### src/rtl/lrupr_pkg.sv
`timescale 1ns / 1ps

package lrupr_pkg;

  localparam int FRAMES    = 8;
  localparam int PAGE_BITS = 16;
  localparam int SLOT_W    = 3;
  localparam int RANK_W    = 3;
  localparam int CNT_W     = 16;
  localparam int CFG_W     = 4;

  localparam logic [CNT_W-1:0] CNT_MAX  = {CNT_W{1'b1}};
  localparam logic [CFG_W-1:0] FC_RESET = CFG_W'(4);

  typedef logic [PAGE_BITS-1:0] page_t;
  typedef logic [SLOT_W-1:0]    slot_t;
  typedef logic [RANK_W-1:0]    rank_t;
  typedef logic [CNT_W-1:0]     cnt_t;

  // victim / target decision for one reference
  typedef struct packed {
    logic  hit;
    logic  evict;
    slot_t slot;
  } pick_t;

endpackage

### src/rtl/lrupr_if.sv
`timescale 1ns / 1ps

interface lrupr_req_if;
  logic                 valid;
  logic                 ready;
  lrupr_pkg::page_t     page_number;
  logic                 restart;

  modport source (output valid, output page_number, output restart, input ready);
  modport sink   (input valid, input page_number, input restart, output ready);
endinterface

interface lrupr_rsp_if;
  logic                 valid;
  logic                 ready;
  logic                 hit;
  logic                 evicted;
  lrupr_pkg::page_t     evicted_page;
  lrupr_pkg::slot_t     frame_slot;
  lrupr_pkg::cnt_t      fault_count;
  lrupr_pkg::cnt_t      hit_count;

  modport source (output valid, output hit, output evicted, output evicted_page,
                  output frame_slot, output fault_count, output hit_count,
                  input ready);
  modport sink   (input valid, input hit, input evicted, input evicted_page,
                  input frame_slot, input fault_count, input hit_count,
                  output ready);
endinterface

### src/rtl/lru_page_replacement_unit.sv
`timescale 1ns / 1ps
// A reference accepted is registered in the input stage, resolved there and
// written to the output stage, from which its result word is shown.
// Throughput: one reference per cycle while the result word is not held back,
// set by the combinational tag compare and recency-rank update over all frames.
// Reset: frames invalid, ranks and counters zero, frame_count 4; no sweep.

module lru_page_replacement_unit (
  input  logic                         clk_i,
  input  logic                         rst_ni,
  input  logic                         cfg_we_i,
  input  logic [lrupr_pkg::CFG_W-1:0]  cfg_wdata_i,
  lrupr_req_if.sink                    req_i,
  lrupr_rsp_if.source                  rsp_o
);

  localparam int F = lrupr_pkg::FRAMES;

  // input stage
  logic             in_vq, in_vd;
  lrupr_pkg::page_t in_page_q;
  logic             in_restart_q;

  // frame state
  logic [lrupr_pkg::CFG_W-1:0] fc_q;
  lrupr_pkg::page_t pages_q [F];
  logic [F-1:0]     valid_q, valid_d;
  lrupr_pkg::rank_t ranks_q [F];
  lrupr_pkg::rank_t ranks_d [F];
  lrupr_pkg::cnt_t  faults_q, faults_d;
  lrupr_pkg::cnt_t  hits_q, hits_d;

  // output stage
  logic             out_vq, out_vd;
  logic             o_hit_q, o_evict_q;
  lrupr_pkg::page_t o_epage_q;
  lrupr_pkg::slot_t o_slot_q;
  lrupr_pkg::cnt_t  o_faults_q, o_hits_q;

  logic             proc;
  logic             req_take;
  logic [F-1:0]     in_use;
  logic [lrupr_pkg::CFG_W-1:0] n_eff;
  logic [F-1:0]     valid_eff;
  lrupr_pkg::rank_t ranks_eff [F];
  lrupr_pkg::cnt_t  faults_eff, hits_eff;
  lrupr_pkg::pick_t pick;
  lrupr_pkg::rank_t tgt_rank;
  logic             was_valid;

  assign proc     = in_vq && (!out_vq || rsp_o.ready);
  assign req_i.ready = !in_vq || proc;
  assign req_take = req_i.valid && req_i.ready;
  assign in_vd    = req_take || (in_vq && !proc);
  assign out_vd   = proc || (out_vq && !rsp_o.ready);

  always_ff @(posedge clk_i or negedge rst_ni) begin
    if (!rst_ni) begin
      in_vq  <= 1'b0;
      out_vq <= 1'b0;
    end else begin
      in_vq  <= in_vd;
      out_vq <= out_vd;
    end
  end

  always_ff @(posedge clk_i) begin
    if (req_take) begin
      in_page_q    <= req_i.page_number;
      in_restart_q <= req_i.restart;
    end
  end

  // clamp frame count to 1..FRAMES
  always_comb begin
    if (fc_q == '0) begin
      n_eff = lrupr_pkg::CFG_W'(1);
    end else if (fc_q > lrupr_pkg::CFG_W'(F)) begin
      n_eff = lrupr_pkg::CFG_W'(F);
    end else begin
      n_eff = fc_q;
    end
    for (int i = 0; i < F; i++) begin
      in_use[i] = lrupr_pkg::CFG_W'(i) < n_eff;
    end
  end

  // restart wipes state before the reference is looked up
  always_comb begin
    valid_eff  = in_restart_q ? '0 : valid_q;
    faults_eff = in_restart_q ? '0 : faults_q;
    hits_eff   = in_restart_q ? '0 : hits_q;
    for (int i = 0; i < F; i++) begin
      ranks_eff[i] = in_restart_q ? '0 : ranks_q[i];
    end
  end

  lrupr_pick u_pick (
    .page_i   (in_page_q),
    .pages_i  (pages_q),
    .valid_i  (valid_eff),
    .ranks_i  (ranks_eff),
    .in_use_i (in_use),
    .pick_o   (pick)
  );

  // move target to rank 0; frames more recent than it age by one (every valid frame on a free-slot fill)
  always_comb begin
    tgt_rank  = ranks_eff[pick.slot];
    was_valid = pick.hit || pick.evict;
    valid_d   = valid_eff;
    for (int i = 0; i < F; i++) begin
      ranks_d[i] = ranks_eff[i];
      if ((lrupr_pkg::SLOT_W'(i) != pick.slot) && valid_eff[i] &&
          (!was_valid || (ranks_eff[i] < tgt_rank))) begin
        ranks_d[i] = ranks_eff[i] + lrupr_pkg::RANK_W'(1);
      end
    end
    ranks_d[pick.slot] = '0;
    valid_d[pick.slot] = 1'b1;
  end

  always_comb begin
    faults_d = faults_eff;
    hits_d   = hits_eff;
    if (pick.hit) begin
      if (hits_eff != lrupr_pkg::CNT_MAX) hits_d = hits_eff + lrupr_pkg::CNT_W'(1);
    end else begin
      if (faults_eff != lrupr_pkg::CNT_MAX) faults_d = faults_eff + lrupr_pkg::CNT_W'(1);
    end
  end

  // a frame_count write invalidates every frame and takes priority
  always_ff @(posedge clk_i or negedge rst_ni) begin
    if (!rst_ni) begin
      fc_q     <= lrupr_pkg::FC_RESET;
      valid_q  <= '0;
      faults_q <= '0;
      hits_q   <= '0;
      for (int i = 0; i < F; i++) begin
        ranks_q[i] <= '0;
      end
    end else if (cfg_we_i) begin
      fc_q    <= cfg_wdata_i;
      valid_q <= '0;
      for (int i = 0; i < F; i++) begin
        ranks_q[i] <= '0;
      end
    end else if (proc) begin
      valid_q  <= valid_d;
      faults_q <= faults_d;
      hits_q   <= hits_d;
      for (int i = 0; i < F; i++) begin
        ranks_q[i] <= ranks_d[i];
      end
    end
  end

  always_ff @(posedge clk_i) begin
    if (proc && !cfg_we_i && !pick.hit) begin
      pages_q[pick.slot] <= in_page_q;
    end
  end

  always_ff @(posedge clk_i) begin
    if (proc) begin
      o_hit_q    <= pick.hit;
      o_evict_q  <= pick.evict;
      o_epage_q  <= pick.evict ? pages_q[pick.slot] : '0;
      o_slot_q   <= pick.slot;
      o_faults_q <= faults_d;
      o_hits_q   <= hits_d;
    end
  end

  assign rsp_o.valid        = out_vq;
  assign rsp_o.hit          = o_hit_q;
  assign rsp_o.evicted      = o_evict_q;
  assign rsp_o.evicted_page = o_epage_q;
  assign rsp_o.frame_slot   = o_slot_q;
  assign rsp_o.fault_count  = o_faults_q;
  assign rsp_o.hit_count    = o_hits_q;

`ifndef SYNTHESIS
  a_cfg_clears: assert property (@(posedge clk_i) disable iff (!rst_ni)
    cfg_we_i |=> (valid_q == '0))
    else $error("frame_count write did not invalidate frames");

  a_fill_bound: assert property (@(posedge clk_i) disable iff (!rst_ni)
    $countones(valid_q & ~in_use) == 0)
    else $error("valid frame outside the frames in use");

  a_evict_full: assert property (@(posedge clk_i) disable iff (!rst_ni)
    (proc && pick.evict) |-> ($countones(valid_eff & in_use) == int'(n_eff)))
    else $error("eviction while a free frame was left");

  a_hit_no_evict: assert property (@(posedge clk_i) disable iff (!rst_ni)
    rsp_o.valid |-> !(rsp_o.hit && rsp_o.evicted))
    else $error("result word flags both hit and eviction");

  a_epage_zero: assert property (@(posedge clk_i) disable iff (!rst_ni)
    (rsp_o.valid && !rsp_o.evicted) |-> (rsp_o.evicted_page == '0))
    else $error("evicted_page nonzero without eviction");
`endif

endmodule

### src/rtl/lrupr_pick.sv
`timescale 1ns / 1ps

// Tag compare over all frames, then hit slot, lowest free slot or LRU victim.
module lrupr_pick (
  input  lrupr_pkg::page_t                     page_i,
  input  lrupr_pkg::page_t                     pages_i [lrupr_pkg::FRAMES],
  input  logic             [lrupr_pkg::FRAMES-1:0] valid_i,
  input  lrupr_pkg::rank_t                     ranks_i [lrupr_pkg::FRAMES],
  input  logic             [lrupr_pkg::FRAMES-1:0] in_use_i,
  output lrupr_pkg::pick_t                     pick_o
);

  logic [lrupr_pkg::FRAMES-1:0] match;
  logic             hit_found;
  logic             free_found;
  lrupr_pkg::slot_t hit_slot;
  lrupr_pkg::slot_t free_slot;
  lrupr_pkg::slot_t lru_slot;
  lrupr_pkg::rank_t best;

  always_comb begin
    for (int i = 0; i < lrupr_pkg::FRAMES; i++) begin
      match[i] = in_use_i[i] && valid_i[i] && (pages_i[i] == page_i);
    end
  end

  // downward scan so the lowest index wins
  always_comb begin
    hit_found  = 1'b0;
    free_found = 1'b0;
    hit_slot   = '0;
    free_slot  = '0;
    for (int i = lrupr_pkg::FRAMES - 1; i >= 0; i--) begin
      if (match[i]) begin
        hit_found = 1'b1;
        hit_slot  = lrupr_pkg::SLOT_W'(i);
      end
      if (in_use_i[i] && !valid_i[i]) begin
        free_found = 1'b1;
        free_slot  = lrupr_pkg::SLOT_W'(i);
      end
    end
  end

  // oldest frame has the largest rank; strict compare keeps the lowest index
  always_comb begin
    best     = '0;
    lru_slot = '0;
    for (int i = 0; i < lrupr_pkg::FRAMES; i++) begin
      if (in_use_i[i] && (ranks_i[i] > best)) begin
        best     = ranks_i[i];
        lru_slot = lrupr_pkg::SLOT_W'(i);
      end
    end
  end

  always_comb begin
    pick_o.hit   = hit_found;
    pick_o.evict = !hit_found && !free_found;
    if (hit_found) begin
      pick_o.slot = hit_slot;
    end else if (free_found) begin
      pick_o.slot = free_slot;
    end else begin
      pick_o.slot = lru_slot;
    end
  end

endmodule
### src/flat_wrapper.sv
// flat-port wrapper written by rule: the top's interface ports become plain ports
module lru_page_replacement_unit_flat 
  (clk_i, rst_ni, cfg_we_i, cfg_wdata_i, req_i_valid, req_i_page_number, req_i_restart, req_i_ready, rsp_o_valid, rsp_o_hit, rsp_o_evicted, rsp_o_evicted_page, rsp_o_frame_slot, rsp_o_fault_count, rsp_o_hit_count, rsp_o_ready);
  lrupr_req_if req_i_i ();
  lrupr_rsp_if rsp_o_i ();
  input  logic clk_i;
  input  logic rst_ni;
  input  logic cfg_we_i;
  input  logic [lrupr_pkg::CFG_W-1:0] cfg_wdata_i;
  input wire logic [$bits(req_i_i.valid)-1:0] req_i_valid;
  input wire logic [$bits(req_i_i.page_number)-1:0] req_i_page_number;
  input wire logic [$bits(req_i_i.restart)-1:0] req_i_restart;
  output wire logic [$bits(req_i_i.ready)-1:0] req_i_ready;
  output wire logic [$bits(rsp_o_i.valid)-1:0] rsp_o_valid;
  output wire logic [$bits(rsp_o_i.hit)-1:0] rsp_o_hit;
  output wire logic [$bits(rsp_o_i.evicted)-1:0] rsp_o_evicted;
  output wire logic [$bits(rsp_o_i.evicted_page)-1:0] rsp_o_evicted_page;
  output wire logic [$bits(rsp_o_i.frame_slot)-1:0] rsp_o_frame_slot;
  output wire logic [$bits(rsp_o_i.fault_count)-1:0] rsp_o_fault_count;
  output wire logic [$bits(rsp_o_i.hit_count)-1:0] rsp_o_hit_count;
  input wire logic [$bits(rsp_o_i.ready)-1:0] rsp_o_ready;
  assign req_i_i.valid = req_i_valid;
  assign req_i_i.page_number = req_i_page_number;
  assign req_i_i.restart = req_i_restart;
  assign req_i_ready = req_i_i.ready;
  assign rsp_o_valid = rsp_o_i.valid;
  assign rsp_o_hit = rsp_o_i.hit;
  assign rsp_o_evicted = rsp_o_i.evicted;
  assign rsp_o_evicted_page = rsp_o_i.evicted_page;
  assign rsp_o_frame_slot = rsp_o_i.frame_slot;
  assign rsp_o_fault_count = rsp_o_i.fault_count;
  assign rsp_o_hit_count = rsp_o_i.hit_count;
  assign rsp_o_i.ready = rsp_o_ready;
  lru_page_replacement_unit u_core (.clk_i(clk_i), .rst_ni(rst_ni), .cfg_we_i(cfg_we_i), .cfg_wdata_i(cfg_wdata_i), .req_i(req_i_i), .rsp_o(rsp_o_i));
endmodule
### config.mk
export PLATFORM = sky130hd
export DESIGN_NAME = lru_page_replacement_unit_flat
export DESIGN_NICKNAME = d
export VERILOG_FILES = /design/src/rtl/lrupr_pkg.sv /design/src/rtl/lrupr_if.sv /design/src/rtl/lru_page_replacement_unit.sv /design/src/rtl/lrupr_pick.sv /design/src/flat_wrapper.sv
export SDC_FILE = /design/constraint.sdc
export NUM_CORES = 1
export LEC_CHECK = 0
export ABC_CLOCK_PERIOD_IN_PS = 29300
export BUFFER_PORTS_ARGS = -buffer_cell sky130_fd_sc_hd__buf_4
export CAP_MARGIN = 30
export CELL_PAD_IN_SITES_DETAIL_PLACEMENT = 1
export CELL_PAD_IN_SITES_GLOBAL_PLACEMENT = 1
export CORE_MARGIN = 2
export CORE_UTILIZATION = 53
export DETAILED_ROUTE_END_ITERATION = 7
export GPL_TIMING_DRIVEN = 0
export PLACE_DENSITY_LB_ADDON = 0.1
export RECOVER_POWER = 100
export SETUP_SLACK_MARGIN = 0.05
export SLEW_MARGIN = 20
export SYNTH_ARGS = -nofsm -noshare
export SYNTH_HDL_FRONTEND = slang
export SYNTH_SLANG_ARGS = --single-unit
### constraint.sdc
create_clock -name clk_i -period 29.3 [get_ports clk_i]
set_input_delay 2.93 -clock clk_i [delete_from_list [all_inputs] [get_ports clk_i]]
set_output_delay 2.93 -clock clk_i [all_outputs]
set_load 0.005 [all_outputs]
==> impl_metrics.csv, run 1 <==
group,metric,value,unit
outcome,status,"finished with violations",
outcome,violations,"max-capacitance violations, max-slew violations",
yosys,synth_area_leaders,"edfxtp_1 40%, dfrtp_1 12%, nand2_1 5.3%",
cts,cts_buffer_depth,3,
route,wl,50350,um
cts,insertion_delay,580,ps
cts,clock-sinks,268,
global_routing,grt_use_met2,60.82,%
cts,ctsHoldBuffers,0,
die,start_util,53.80,%
route,drc,0,
cts,clk_pin_slew,60,ps
worst_setup_path,critPathArrivalTime,19090,ps
timing,setup_tns,0,ps
timing,rsz0062_at_grt,"no",
global_routing,grt_max_degree,54,
worst_setup_path,cp.required,29750,ps
cts,cts_tree,"built",
pwr,cellLeakagePower,6.411,nW
timing,post-route-period-util,63.60,%
finish,num_antenna_cells,0,
route,vias,11971,
finish,drive_gt1_share,13.11,%
worst_setup_path,worst_path_max_delay_cell,"a211oi_1",
yosys,syn_nets,1439,
yosys,synth_top_area_cell,"edfxtp_1",
cts,post_cts_resize_count,0,
yosys,synthArstFlopShare,26.12,%
yosys,yosys.area.top_type_share,39.89,%
route,drtIter0Drc,1077,
timing,max_clock_freq,0.05366,GHz
timing,skew,24.81,ps
die,rows,61,
die,core-area,27710,um2
yosys,synth_area_per_cell,10.79,um2
global_routing,grt_pass1_vias,12481,
pwr,vdd_drop_max,0.05571,mV
yosys,synth_warnings,0,
timing,fin_ws,10670,ps
timing,finalSetupViolCount,0,
timing,max_slew_margin,-104.0,%
die,ios,81,
yosys,synthTopCellsByCount,"212 x nand2_1, 198 x edfxtp_1, 101 x nor2_1",
yosys,yosysUniqueCellTypes,86,
finish,multi_input_area,6715,um2
global_routing,grt_most_used_layer,"met2",
worst_setup_path,setup.worst_path.end_class,"register",
finish,syn2layout_area_growth,13.40,%
cts,cts_setup_buffers,0,
timing,finalMaxSlewViolations,199,
route,viasPerCell,6.291,
die,die_x,171.7,um
yosys,synth_seq_area_share,51.65,%
worst_setup_path,path_class,"reg2reg",
die,die-area,29480,um2
yosys,netlist_area,14910,um2
place,port-buffer-count,79,
global_routing,grt_pass1_wl,75430,um
yosys,synthCells,1381,
flow_run,drv_cap,8,
min_path,hold_class,"reg2reg",
timing,worstMarginPinSlew,3060,ps
global_routing,antenna_found_initial,0,
finish,fillers,2957,
cts,numCtsBuffers,30,
die,die_y,171.7,um
place,routabilityCongestion,0.9504,
cts,root_buffer,"clkbuf_16",
route,ant_nets,0,
yosys,synth-edff-count,198,
yosys,postSynthRegisterBits,268,
global_routing,gr-total-overflow,0,
pwr,p_per_area,53.12,nW/um2
worst_setup_path,max_stage_delay,750,ps
cts,htreeDepth,1,
place,post-dp-hpwl,35940,um
place,pre_cts_ws,12120,ps
finish,final_nets,1559,
finish,ff_latch_area,7699,um2
global_routing,met1_usage,41.07,%
timing,fin_crit,18630,ps
worst_setup_path,crit_fanout,10,
route,wire_per_inst,26.46,um
global_routing,gr-usage-met3,4.234,%
worst_setup_path,setup.worst_path.start_class,"register",
global_routing,track_usage,34.44,%
yosys,ys.flop_type,"edfxtp_1",
yosys,synthMostInstantiatedCell,"nand2_1",
timing,hold_violations,0,
route,firstDrtPassIters,5,
cell usage in the layout (no fill, tap or decap), types with 39 or more instances in the layout:
| cell type | Yosys | layout |
|---|---|---|
| nand2_1 | 212 | 214 |
| edfxtp_1 | 198 | 198 |
| nor2_1 | 101 | 101 |
| xor2_1 | 80 | 80 |
| xnor2_1 | 75 | 75 |
| dfrtp_1 | 69 | 69 |
| clkbuf_1 | 31 | 67 |
| clkbuf_4 | 0 | 65 |
| o21ai_0 | 38 | 48 |
| a21oi_1 | 45 | 45 |
| mux2_2 | 44 | 41 |
| o211ai_1 | 39 | 39 |
per-stage QoR:
stage | utilization [%] | area [um2] | instances | power, mW | hold slack [ps]
after floorplan | - | 14910 | 1381 | 0.4821 | 437.9
after global placement | 57.65 | 15970 | 1838 | 0.5179 | 452.9
after detailed placement | 58.24 | 16140 | 1847 | 0.5229 | 472.0
after CTS | 61.83 | 17130 | 1903 | 0.9029 | 490.3
after global routing | 61.01 | 16900 | 1903 | 0.9183 | 516.5
final | 61.01 | 16900 | 1903 | 0.8979 | 486.5
worst paths after layout:
kind / start / cells past startpoint / slack [ps] / end
max: u_core.in_restart_q / 64 / 10670 / u_core.ranks_q[12]
min: u_core.faults_q[1] / 2 / 490 / u_core.faults_q[1]
max reg2reg: u_core.in_restart_q / 64 / 10670 / u_core.ranks_q[12]
min reg2reg: u_core.faults_q[1] / 2 / 490 / u_core.faults_q[1]
max in group asynchronous: rst_ni / 2 / 23190 / u_core.faults_q[7]
min in group asynchronous: rst_ni / 1 / 2590 / u_core.ranks_q[17]
critical path, delay by kind of cell (launching register included):
family                     cells  cell delay [ps]
AOI/OAI and AO/OA             25             7330
adders and majority gates      9             2640
buffers and inverters          9             3270
DFF                            1              520
muxes                          5             1680
and+or+nand+nor               16             3070
layout make-up:
| cell class | instances | share of cell area (%) |
|---|---|---|
| Buffer | 64 | 1.636 |
| Clock buffer | 38 | 4.619 |
| Clock inverter | 18 | 1.266 |
| Inverter | 40 | 0.8956 |
| Multi-Input combinational cell | 1009 | 39.73 |
| Sequential cell | 268 | 45.54 |
| Tap cell | 378 | 2.798 |
| Timing Repair Buffer | 88 | 3.516 |
registers in the layout, summed over array words and instances (netlist names), 3 cells and up:
signal and cells:
u_core.pages_q 128, u_core.rsp_o.fault_count 16, u_core.rsp_o.hit_count 16, u_core.fc_q 4
u_core.hits_q 16, u_core.in_page_q 16, u_core.rsp_o.evicted_page 16, u_core.ranks_q 24
u_core.rsp_o.frame_slot 3, u_core.faults_q 16, u_core.valid_q 8
kinds of logic (layout without fill, tap and decap cells):
logic type / after synthesis / count (layout) / share of synthesized area, %
adder cells (fa/ha/maj): 32 / 32 / 2.686
buffers and inverters: 104 / 248 / 2.921
flip-flops: 268 / 268 / 51.65
XOR/XNOR: 155 / 155 / 9.107
multiplexers: 83 / 83 / 5.976
AND/OR/NAND/NOR: 490 / 490 / 15.19
AO/OA/AOI/OAI: 249 / 249 / 12.47
report_power, final:
group | internal, mW | switching, mW
registers | 0.421 | 0.00763
logic | 0.0283 | 0.0570
clock network | 0.224 | 0.160
total | 0.673 | 0.224
layer usage:
layer  vias up  routed length [um]
li1       5248                   -
met1      6016               19250
met2       518               25050
met3       189                2985
met4         0                3056
met5         -                   0
Note: power is estimated with default switching activity, not from simulation.
==> run 2, diff against run 1 <==
- ABC_CLOCK_PERIOD_IN_PS: 29300 -> 19400
- CORE_UTILIZATION: 53 -> 50
- clock period: 29.3 -> 19.4 ns (I/O delays scaled with it)
==> impl_metrics.csv, run 2 (synthesis gave the netlist of run 1 again) <==
group,metric,value,unit
outcome,status,"finished with violations",
outcome,violations,"max-capacitance violations, max-slew violations",
pwr,internal_power,958.5,uW
global_routing,antenna_found_initial,1,
route,ant_nets,0,
global_routing,grt_max_degree,49,
timing,worstMarginPinSlew,2815,ps
finish,syn2layout_area_growth,13.01,%
place,dp_cells,1862,
cts,htreeDepth,1,
global_routing,track_usage,32.38,%
timing,skew,47.60,ps
worst_setup_path,crit_fanout,10,
pwr,pwr-share-comb,10.0,%
route,drtIter0Drc,982,
finish,layout_commonest_cell,"nand2_1",
worst_setup_path,worst_path_max_delay_cell,"clkbuf_1",
route,wire_per_inst,26.00,um
global_routing,gr-total-overflow,0,
finish,regMostFlops,"u_core.pages_q",
finish,largest_register_ffs,128,
pwr,p_per_area,76.46,nW/um2
pwr,p_total,1.288,mW
min_path,min_path_cells,2,
place,port-buffer-count,79,
route,firstDrtPassIters,5,
pwr,pwr-share-seq,50.3,%
global_routing,grt_pass1_wl,75440,um
cts,clk_pin_slew,60,ps
timing,max_clock_freq,0.05670,GHz
cts,cts_tree,"built",
cts,cts_buffer_depth,3,
timing,rsz0062_at_grt,"no",
worst_setup_path,setup.worst_path.start_class,"register",
cts,clock-sinks,268,
cts,post_cts_resize_count,0,
worst_setup_path,crit_top_cell,"ha_1",
place,routabilityCongestion,0.9178,
global_routing,grt_pass1_vias,12354,
finish,multi_input_area,6736,um2
timing,post-route-period-util,90.91,%
route,viasPerCell,6.168,
die,die_y,176.7,um
pwr,vdd_drop_max,0.1061,mV
cts,numCtsBuffers,29,
timing,hold_violations,0,
worst_setup_path,cp.required,19840,ps
pwr,power.share.switching,25.59,%
place,post-dp-hpwl,36500,um
pwr,cellLeakagePower,6.372,nW
cts,cts_setup_buffers,0,
pwr,pwr-share-clk,39.8,%
finish,most-common-layout-cells,"213 x nand2_1, 198 x edfxtp_1, 101 x nor2_1",
route,vias,11825,
finish,final_nets,1562,
timing,max_slew_margin,-87.67,%
timing,setup_tns,0,ps
finish,ff_latch_area,7699,um2
timing,finalSetupViolCount,0,
die,die_x,176.7,um
die,rows,63,
timing,finalMaxSlewViolations,165,
cts,root_buffer,"clkbuf_16",
worst_setup_path,reg2reg_depth,66,
cts,insertion_delay,590,ps
die,start_util,50.56,%
route,wl,49850,um
route,drc,0,
timing,fin_crit,17640,ps
die,ios,81,
finish,reg_top3,"u_core.pages_q (128), u_core.ranks_q (24)",
worst_setup_path,max_stage_delay,730,ps
finish,final_util,57.14,%
worst_setup_path,setup.worst_path.end_class,"register",
flow_run,drv_cap,6,
die,die-area,31210,um2
worst_setup_path,path_class,"reg2reg",
finish,drive_gt1_share,13.43,%
cts,ctsHoldBuffers,0,
die,core-area,29480,um2
worst_setup_path,critPathArrivalTime,18070,ps
min_path,hold_class,"reg2reg",
pwr,p_sw,329.6,uW
finish,fin_cells,1917,
finish,fillers,3191,
run 2: layer usage:
metal  part of all wire [%]  global-route usage [%]  routed length (um)
met1                     39                   39.63               19640
met2                     49                   55.78               24560
met3                    5.4                   4.188                2708
met4                    5.9                   17.29                2940
met5                      0                       0                   0
run 2: power by group through the flow:
stage / clock, mW / sequential (mW) / combinational [mW]
6_report: 0.512 / 0.647 / 0.128
4_1_cts: 0.517 / 0.647 / 0.133
2_1_floorplan: 0 / 0.656 / 0.0724
5_1_grt: 0.537 / 0.649 / 0.137
3_5_place_dp: 0 / 0.658 / 0.131
3_3_place_gp: 0 / 0.658 / 0.126
run 2: critical path: cells and delay by family (launching register included):
kind                     cells  cell delay (ps)
AO/OA/AOI/OAI               25             6130
AND/OR/NAND/NOR             17             3260
buffers and inverters       10             3260
adder cells (fa/ha/maj)      9             2490
multiplexers                 5             1840
flip-flops                   1              520
run 2: final timing paths:
path	startpoint	to	slack [ps]
max in group asynchronous	rst_ni	u_core.hits_q[1]	14380
max reg2reg	u_core.in_restart_q	u_core.ranks_q[12]	1760
min	u_core.faults_q[1]	u_core.faults_q[1]	480
max	u_core.in_restart_q	u_core.ranks_q[12]	1760
min reg2reg	u_core.faults_q[1]	u_core.faults_q[1]	480
min in group asynchronous	rst_ni	u_core.ranks_q[23]	1660
run 2: final cells by class:
cell class              instances  area share (%)
well taps                     390           2.897
diodes                          1         0.01485
flip-flops and latches        268           45.70
inverters                      40          0.8987
clock inverters                14          0.4976
clock buffers                  39           4.590
repair buffers                 92           3.751
plain buffers                  64           1.664
multi-input cells            1009           39.99
run 2: through the flow:
step	setup WS, ps	hold WS, ps	area, um2
6_report	1764	478.0	16850
5_1_grt	315.9	509.6	16850
4_1_cts	1703	476.6	17050
3_5_place_dp	1813	463.4	16190
3_3_place_gp	827.2	451.2	15990
2_1_floorplan	5514	437.9	14910
==> run 3, diff against run 2 <==
- CORE_UTILIZATION: 50 -> 51
- CTS_BUF_LIST: unset -> sky130_fd_sc_hd__clkbuf_8
==> impl_metrics.csv, run 3 (synthesis gave the netlist of run 1 again) <==
group,metric,value,unit
timing,max_clock_freq,0.05475,GHz
flow_run,drv_cap,8,
global_routing,grt_pass1_wl,74830,um
timing,fin_crit,18260,ps
finish,num_antenna_cells,0,
finish,drive_gt1_share,15.10,%
worst_setup_path,setup.worst_path.end_class,"register",
die,start_util,51.80,%
route,viasPerCell,6.130,
worst_setup_path,worst_path_max_delay_cell,"nor2_1",
route,vias,11892,
place,dp_cells,1852,
cts,cts_setup_buffers,0,
worst_setup_path,reg2reg_depth,60,
worst_setup_path,max_stage_delay,1550,ps
worst_setup_path,setup.worst_path.start_class,"register",
outcome,status,"finished with violations",
route,firstDrtPassIters,5,
finish,final_util,58.68,%
timing,fin_ws,1135,ps
route,drc,0,
finish,fillers,3140,
global_routing,grt_max_degree,71,
route,wl,49430,um
die,die-area,30610,um2
worst_setup_path,r2r_slack,1140,ps
finish,fin_cells,1940,
cts,post_cts_resize_count,0,
global_routing,antenna_found_initial,1,
timing,skew,27.60,ps
cts,ctsHoldBuffers,0,
place,place_area,16120,um2
min_path,min_from,"u_core.faults_q[1]",
route,drtIter0Drc,997,
cts,htreeDepth,2,
min_path,min_to,"u_core.faults_q[1]",
finish,final_nets,1578,
timing,finalMaxSlewViolations,206,
worst_setup_path,reg2reg_from,"u_core.in_restart_q",
outcome,violations,"max-capacitance violations, max-slew violations",
pwr,p_total,1.288,mW
die,core-area,28780,um2
die,ios,81,
cts,numCtsBuffers,47,
finish,layout_commonest_cell,"nand2_1",
finish,postLayoutCellArea,16890,um2
timing,worstMarginPinSlew,2470,ps
finish,largest_register_ffs,128,
min_path,min_path_cells,2,
worst_setup_path,path_class,"reg2reg",
timing,finalSetupViolCount,0,
cts,clock-sinks,268,
global_routing,track_usage,32.40,%
timing,rsz0062_at_grt,"no",
timing,holdWs,480.1,ps
pwr,p_per_area,76.24,nW/um2
die,die_y,175.0,um
global_routing,grt_pass1_vias,12533,
finish,reg_top3,"u_core.pages_q (128), u_core.ranks_q (24)",
finish,most-common-layout-cells,"214 x nand2_1, 198 x edfxtp_1, 101 x nor2_1",
timing,max_slew_margin,-64.69,%
route,ant_nets,0,
cts,cts_tree,"built",
timing,hold_violations,0,
cts,root_buffer,"clkbuf_8",
place,post-dp-hpwl,35810,um
worst_setup_path,cp.required,19570,ps
timing,post-route-period-util,94.15,%
pwr,vdd_drop_max,0.07403,mV
timing,setup_tns,0,ps
die,rows,62,
worst_setup_path,crit_fanout,16,
min_path,hold_class,"reg2reg",
cts,cts_buffer_depth,3,
global_routing,gr-total-overflow,0,
pwr,cellLeakagePower,6.458,nW
place,port-buffer-count,79,
cts,clk_pin_slew,60,ps
finish,syn2layout_area_growth,13.30,%
route,wire_per_inst,25.48,um
die,die_x,175.0,um
place,routabilityCongestion,0.9458,
cts,insertion_delay,600,ps
worst_setup_path,critPathArrivalTime,18430,ps
place,pre_cts_ws,1386,ps
worst_setup_path,r2r_end,"u_core.pages_q[1]",
finish,regMostFlops,"u_core.pages_q",
run 3: final cells by class:
cell class | count | area [um2] | area share (%)
flip-flops and latches | 268 | 7699 | 45.58
multi-input cells | 1009 | 6751 | 39.98
clock buffers | 52 | 715.7 | 4.238
repair buffers | 90 | 628.1 | 3.719
well taps | 384 | 480.5 | 2.845
plain buffers | 64 | 280.3 | 1.660
clock inverters | 33 | 182.7 | 1.082
inverters | 40 | 151.4 | 0.8964
run 3: worst max-delay path by stage:
| stage | start | slack [ps] | cells past startpoint | endpoint |
|---|---|---|---|---|
| floorplan | u_core.in_restart_q | 5510 | 67 | u_core.ranks_q[9] |
| global placement | u_core.in_restart_q | 400 | 58 | u_core.pages_q[81] |
| detailed placement | u_core.in_restart_q | 1390 | 66 | u_core.ranks_q[6] |
| CTS | u_core.in_restart_q | 1310 | 66 | u_core.ranks_q[6] |
| global route | u_core.in_restart_q | 220 | 66 | u_core.ranks_q[12] |
| finish | u_core.in_restart_q | 1140 | 60 | u_core.pages_q[1] |
run 3: metal layers:
metal	up-vias	track usage, %	part of all wire (%)
li1	5308	-	-
met1	5962	38.45	39
met2	443	55.42	49
met3	179	5.679	5.8
met4	0	18.92	6.5
met5	-	0	0
run 3: where the power goes:
group / leakage (nW) / internal (mW) / switching [mW] / total, mW
Clock: 0.500 / 0.262 / 0.250 / 0.511
Combinational: 3.15 / 0.0435 / 0.0857 / 0.129
Sequential: 2.81 / 0.636 / 0.0114 / 0.647
run 3: worst max-delay path: cells and delay by family, from the launching register on:
kind / cells / cell delay, ps
DFF: 1 / 550
AOI/OAI and AO/OA: 21 / 5250
buffers and inverters: 10 / 2980
adders and majority gates: 8 / 2320
and+or+nand+nor: 17 / 5110
muxes: 4 / 1630
